==> config.mk <==
export PLATFORM = sky130hd
export DESIGN_NAME = spqc_regs
export DESIGN_NICKNAME = d
export VERILOG_FILES = /design/src/spqc_pkg.sv /design/src/spqc_regs.sv
export SDC_FILE = /design/constraint.sdc
export NUM_CORES = 1
export LEC_CHECK = 0
export BUFFER_PORTS_ARGS = -buffer_cell sky130_fd_sc_hd__buf_2
export CAP_MARGIN = 20
export CORE_MARGIN = 2
export CORE_UTILIZATION = 56
export CTS_BUF_LIST = sky130_fd_sc_hd__clkbuf_8
export DETAILED_ROUTE_END_ITERATION = 12
export PLACE_DENSITY = 0.9
export SLEW_MARGIN = 25
export SYNTH_ARGS = -nofsm -noshare
export SYNTH_HDL_FRONTEND = slang
export SYNTH_SLANG_ARGS = --single-unit
==> constraint.sdc <==
create_clock -name clk_i -period 5.7 [get_ports clk_i]
set_input_delay 1.71 -clock clk_i [delete_from_list [all_inputs] [get_ports clk_i]]
set_output_delay 1.71 -clock clk_i [all_outputs]
set_load 0.05 [all_outputs]
==> src/spqc_pkg.sv <==
// ----------------------------------------------------------------------------
// spqc_pkg
// Shared types, constants and arithmetic helpers for the sprite quad corner
// setup pipeline.
// ----------------------------------------------------------------------------
package spqc_pkg;

  localparam int FRAC_BITS = 16;

  // whole degrees and their wrap into 0..359
  localparam int WHOLE_W   = 32 - FRAC_BITS;
  localparam int DEG_W     = WHOLE_W + 2;
  localparam int DEG_OFS   = 360 * ((2 ** (WHOLE_W - 1) + 359) / 360);
  localparam int RCP_SH    = DEG_W + 9;
  localparam longint unsigned RCP_MUL = ((64'd1 << RCP_SH) + 64'd359) / 64'd360;
  localparam int RCP_W     = RCP_SH - 8;
  localparam int MPROD_W   = DEG_W + RCP_W;

  localparam int DEG_FULL  = 360;
  localparam int DEG_QUART = 90;
  localparam int DEG_HALF  = 180;
  localparam int DEG_3Q    = 270;

  localparam int ACC_W     = FRAC_BITS + 20;
  localparam int TRIG_W    = FRAC_BITS + 4;
  localparam int PT_W      = 32 + TRIG_W;

  localparam int NUM_W     = 48;
  localparam int REM_W     = 17;
  localparam int DIV_STAGES = NUM_W;

  localparam logic [16:0] TEX_ONE = 17'h10000;

  typedef enum logic [1:0] {
    KIND_NONE  = 2'd0,
    KIND_PLAIN = 2'd1,
    KIND_ATLAS = 2'd2,
    KIND_ROT   = 2'd3
  } kind_e;

  typedef enum logic [2:0] {
    REG_KIND   = 3'd0,
    REG_OFFSET = 3'd1,
    REG_ORIG   = 3'd2,
    REG_PACKED = 3'd3,
    REG_TEX_U  = 3'd4,
    REG_TEX_V  = 3'd5
  } reg_idx_e;

  typedef struct packed {
    kind_e       kind;
    logic [31:0] offset;
    logic [31:0] orig;
    logic [31:0] packed_size;
    logic [31:0] tex_u;
    logic [31:0] tex_v;
  } cfg_t;

  typedef struct packed {
    logic signed [31:0] pos_x;
    logic signed [31:0] pos_y;
    logic signed [31:0] scale_x;
    logic signed [31:0] scale_y;
    logic signed [31:0] rotation_deg;
    logic [30:0]        quad_width;
    logic [30:0]        quad_height;
  } in_item_t;

  typedef struct packed {
    logic [1:0]         corner;
    logic signed [31:0] vert_x;
    logic signed [31:0] vert_y;
    logic [16:0]        tex_u;
    logic [16:0]        tex_v;
    logic               last_corner;
  } out_item_t;

  // Everything an item carries down the pipe; each stage fills its part.
  typedef struct packed {
    logic [31:0]                 px;
    logic [31:0]                 py;
    logic [31:0]                 scx;
    logic [31:0]                 scy;
    logic [29:0]                 hw;
    logic [29:0]                 hh;
    logic [3:0][NUM_W-1:0]       dq;    // numerator, shifted into quotient
    logic [3:0][REM_W-1:0]       drem;
    logic [3:0]                  neg;
    logic [15:0]                 den_x;
    logic [15:0]                 den_y;
    logic [DEG_W-1:0]            wdeg;
    logic [MPROD_W-1:0]          mprod;
    logic [FRAC_BITS-1:0]        frac;
    logic [8:0]                  ks0;
    logic [8:0]                  ks1;
    logic [8:0]                  kc0;
    logic [8:0]                  kc1;
    logic [ACC_W-1:0]            sacc;
    logic [ACC_W-1:0]            cacc;
    logic [TRIG_W-1:0]           sn;
    logic [TRIG_W-1:0]           cs;
    logic [3:0][31:0]            ext;   // lx, lx2, ly, ly2, later scaled
    logic [3:0][63:0]            sprod;
    logic [7:0][PT_W-1:0]        tprod;
    logic [3:0][31:0]            vx;
    logic [3:0][31:0]            vy;
    logic [3:0][16:0]            tu;
    logic [3:0][16:0]            tv;
  } pl_t;

  localparam logic [16:0] SIN_LUT [0:90] = '{
    17'd0, 17'd1144, 17'd2287, 17'd3430, 17'd4572, 17'd5712, 17'd6850, 17'd7987,
    17'd9121, 17'd10252, 17'd11380, 17'd12505, 17'd13626, 17'd14742, 17'd15855,
    17'd16962, 17'd18064, 17'd19161, 17'd20252, 17'd21336, 17'd22415, 17'd23486,
    17'd24550, 17'd25607, 17'd26656, 17'd27697, 17'd28729, 17'd29753, 17'd30767,
    17'd31772, 17'd32768, 17'd33754, 17'd34729, 17'd35693, 17'd36647, 17'd37590,
    17'd38521, 17'd39441, 17'd40348, 17'd41243, 17'd42126, 17'd42995, 17'd43852,
    17'd44695, 17'd45525, 17'd46341, 17'd47143, 17'd47930, 17'd48703, 17'd49461,
    17'd50203, 17'd50931, 17'd51643, 17'd52339, 17'd53020, 17'd53684, 17'd54332,
    17'd54963, 17'd55578, 17'd56175, 17'd56756, 17'd57319, 17'd57865, 17'd58393,
    17'd58903, 17'd59396, 17'd59870, 17'd60326, 17'd60764, 17'd61183, 17'd61584,
    17'd61966, 17'd62328, 17'd62672, 17'd62997, 17'd63303, 17'd63589, 17'd63856,
    17'd64104, 17'd64332, 17'd64540, 17'd64729, 17'd64898, 17'd65048, 17'd65177,
    17'd65287, 17'd65376, 17'd65446, 17'd65496, 17'd65526, 17'd65536
  };

  // sine at a whole degree 0..359, signed Q1.16
  function automatic logic signed [17:0] sin_deg(input logic [8:0] k);
    logic [8:0]  idx;
    logic        neg;
    logic [17:0] mag;
    if (k < 9'(DEG_QUART)) begin
      idx = k;
      neg = 1'b0;
    end else if (k < 9'(DEG_HALF)) begin
      idx = 9'(DEG_HALF) - k;
      neg = 1'b0;
    end else if (k < 9'(DEG_3Q)) begin
      idx = k - 9'(DEG_HALF);
      neg = 1'b1;
    end else begin
      idx = 9'(DEG_FULL) - k;
      neg = 1'b1;
    end
    mag = {1'b0, SIN_LUT[idx[6:0]]};
    return neg ? -$signed(mag) : $signed(mag);
  endfunction

  function automatic logic signed [31:0] sat32(input logic signed [63:0] v);
    if (v > 64'sd2147483647) return 32'sh7fffffff;
    if (v < -64'sd2147483648) return 32'sh80000000;
    return v[31:0];
  endfunction

  // round to nearest, ties up, at FRAC_BITS
  function automatic logic signed [63:0] rnd_shift(input logic signed [63:0] p);
    return (p + (64'sd1 <<< (FRAC_BITS - 1))) >>> FRAC_BITS;
  endfunction

endpackage

==> src/spqc_regs.sv <==
// ----------------------------------------------------------------------------
// spqc_regs
// APB register file: region kind, atlas trim geometry and texture bounds.
// ----------------------------------------------------------------------------
module spqc_regs (
  input  logic               clk_i,
  input  logic               rst_ni,
  input  logic               psel,
  input  logic               penable,
  input  logic               pwrite,
  input  logic [4:0]         paddr,
  input  logic [31:0]        pwdata,
  output logic [31:0]        prdata,
  output spqc_pkg::cfg_t     cfg_o
);

  spqc_pkg::cfg_t cfg_q;
  logic           wr;

  assign wr = psel & penable & pwrite;

  always_ff @(posedge clk_i or negedge rst_ni) begin
    if (!rst_ni) begin
      cfg_q <= '0;
    end else if (wr) begin
      case (paddr[4:2])
        spqc_pkg::REG_KIND:   cfg_q.kind        <= spqc_pkg::kind_e'(pwdata[1:0]);
        spqc_pkg::REG_OFFSET: cfg_q.offset      <= pwdata;
        spqc_pkg::REG_ORIG:   cfg_q.orig        <= pwdata;
        spqc_pkg::REG_PACKED: cfg_q.packed_size <= pwdata;
        spqc_pkg::REG_TEX_U:  cfg_q.tex_u       <= pwdata;
        spqc_pkg::REG_TEX_V:  cfg_q.tex_v       <= pwdata;
        default: ;
      endcase
    end
  end

  always_comb begin
    case (paddr[4:2])
      spqc_pkg::REG_KIND:   prdata = {30'b0, cfg_q.kind};
      spqc_pkg::REG_OFFSET: prdata = cfg_q.offset;
      spqc_pkg::REG_ORIG:   prdata = cfg_q.orig;
      spqc_pkg::REG_PACKED: prdata = cfg_q.packed_size;
      spqc_pkg::REG_TEX_U:  prdata = cfg_q.tex_u;
      spqc_pkg::REG_TEX_V:  prdata = cfg_q.tex_v;
      default:              prdata = '0;
    endcase
  end

  assign cfg_o = cfg_q;

endmodule

==> results.md <==
- Sequential fraction of the synthesis area: 0.569
- Fmax: 196 MHz
- Clk slew on worst S/H paths: 0.08 ns
- CTS H-Tree Depth: 4
- IO Count: 236
- Register area: 0.00405 mm²
- Setup TNS: 0 ns
- CP max-delay cell: mux4_2
- CORE AREA: 0.0125 mm²
- Largest delay contributor family on the critical path: buffers and inverters
- Most common cell in the synthesized netlist: dfrtp_1
- DP HPWL: 13,300 µm
- Synth top area share: 0.569
- Largest family of logic cells by synthesized area: multiplexers
- Worst EP arrival: 3.38 ns
- Pins Over Slew Limit: 0
- Slew Limit Headroom: 0.410
- Post-Synth Adder-Cell Area: 0
- Initial Utilization: 0.569
- Netlist cell types: 28
- Vias in the first global route: 5,275
- R2R setup slack: 4.86 ns
- Post-synth top flop: dfrtp_1
- Slew @ Worst Pin: 0.885 ns
- Max-Cap Viols: 0
- Outcome: finished clean
- Crit Path Class: input port to output pin
- Reg-to-Reg Start: cfg_o[131]
- Hold_sp: cfg_o[152]
- Synthesized instance count: 474
- Worst Hold Path Cells: 1
- Nets: 751
- Clock Skews: 0 ns
- CTS tree: done
- CP max stage delay: 0.54 ns
- Leading area contributor after synthesis: dfrtp_1
- Placed Instances: 861
- Post-Synth XOR/XNOR Area: 0
- Final setup vio count: 0
- Synth top area cells: dfrtp_1 (57%), mux2_2 (24%), mux2i_1 (4.6%)
- Post-Layout Cell Count: 894
- Overflow after GRT: 0
- Hold buffer count at cts: 0
- WP data required: 3.99 ns
- WL/cell: 21.8 µm
- Root Driver: clkbuf_8
- Final Util: 0.722
- Rows: 41
- RSZ-0062 raised after global routing: false
- Post-synthesis compound-gate area fraction: 0.0817
- Worst hold-check path type: flop to flop
- Synth cell count leaders: dfrtp_1 (162), mux2_2 (155), mux2i_1 (33)
- Worst Setup Start Kind: input port
- Synthesized Nets: 516
- Reg2Reg Depth: 1
- Die Span X: 117 µm
- Routed Antenna Nets: 0
- Cell mode on critical path: buf_2
- Die height: 117 µm
- Simple-Gate Fraction of Synth Area: 0.0156
- Synth Cell Area: 0.00713 mm²
- PwrDens: 441 mW/mm²
- Initial antenna violation count: 0
- Buffer levels on the longest clock path: 2
- Pre-CTS setup slack: 0.618 ns
- Async SR Flop Fraction: 1.00
- Clk_lat worst skew: 0.44 ns
- CTS buffer count: 17
- Hold EP: cfg_o[152]
- Cell breakdown of the critical path: buf_2 > buf_4 > mux4_2 > inv_1 > o22ai_1 > buf_2
- Post-synth EDFFs: 0
- Diode count: 0
- Via Count: 5,245
- P_leak: 4.56 nW
- Drt initial violations: 344
- Syn_area_per_cell: 15.0 µm²
- Tcrit/Tclk final: 0.893
- # resized after CTS: 0
- Global Route Usage Sum: 0.285
- Largest register FFs: 162
- DRC: 0
- Synth warnings: 0
- Mux contribution to synthesized area: 0.307
- Layout fillers: 878
- Multi-input gate area: 0.00292 mm²
- Final Hold Viols: 0
- Global-route wire length before repair: 29,000 µm
- VDD IR max: 305 µV
- Postcts setup bufs: 0
- Crit Path Max Fanout: 15
- Routed WL: 19,500 µm
- CP Buf/Inv Count: 4
- Clock sinks: 162
- PortBufs: 233
- Minimum clock period: 5.09 ns
- Largest net degree at the start of global routing: 113
- Share of cells above drive strength 1: 0.618
- Via-to-Cell Ratio: 5.87
- Die area: 0.0136 mm²
- Post-synthesis register bit count: 162
- Layout area overhead: 26.8%
- Drt pass-1 iters: 4
- Worst setup EP type: output pin
- Worst reg2reg endpoint: cfg_o[131]
- RePlAce Congestion: 0.807
- Setup WS post-layout: 0.610 ns
- Hold slack: 0.521 ns
## stage by stage
| stage | power (W) | instance area (µm²) |
|---|---|---|
| 6_report | 0.00399 | 9030 |
| 5_1_grt | 0.00414 | 9030 |
| 4_1_cts | 0.00400 | 9000 |
| 3_5_place_dp | 0.00321 | 8620 |
| 3_3_place_gp | 0.00316 | 8490 |
| 2_1_floorplan | 0.00277 | 7130 |
## cell type report
class                   instances  share of cell area
clock buffers                  18              0.0274
clock inverters                14              0.0147
inverters                       1            0.000416
multi-input cells             277               0.323
flip-flops and latches        162               0.449
well taps                     172              0.0238
repair buffers                250               0.162
## how the worst max path moves through the flow
stage / cells after the start / start / end / slack, ns
6_report: 6 / paddr[2] / prdata[1] / 0.61
4_1_cts: 6 / paddr[2] / prdata[1] / 0.63
3_5_place_dp: 6 / paddr[2] / prdata[1] / 0.62
5_1_grt: 6 / paddr[2] / prdata[15] / 0.52
2_1_floorplan: 5 / paddr[2] / prdata[24] / 0.78
3_3_place_gp: 6 / paddr[2] / prdata[1] / 0.67
## routing by layer
layer	up-vias	global-route usage	part of all wire
li1	2269	-	-
met5	-	0	0
met4	0	0.135	0.023
met1	2712	0.358	0.42
met3	39	0.0633	0.057
met2	225	0.473	0.50
## power breakdown
group          total [W]  internal (W)  switching [W]  leakage [nW]
Sequential       0.00156       0.00137       0.000186          2.07
Clock           0.000795      0.000360       0.000435         0.174
Combinational    0.00163      0.000415        0.00122          2.31
## layout by cell type, fill, tap and decap left out, types with 2 or more instances in the layout
cell / Yosys / layout
clkinvlp_4: 0 / 6
buf_4: 3 / 8
nor2_4: 0 / 4
mux2i_1: 33 / 33
dfrtp_1: 162 / 162
a221o_1: 29 / 29
clkinv_4: 0 / 4
mux2_2: 155 / 155
mux2_1: 8 / 8
nand2_1: 3 / 3
nor3b_2: 0 / 2
clkbuf_8: 0 / 19
buf_2: 20 / 232
buf_12: 0 / 3
inv_6: 0 / 2
o2bb2ai_1: 29 / 29
buf_16: 0 / 6
## cells by family (layout without fill, tap and decap cells)
kind of cell    Yosys count  after routing
mux                     197            197
simple gates             17             17
compound gates           63             63
flops                   162            162
buf+inv                  35            283
(Power assumes the default switching activity.)
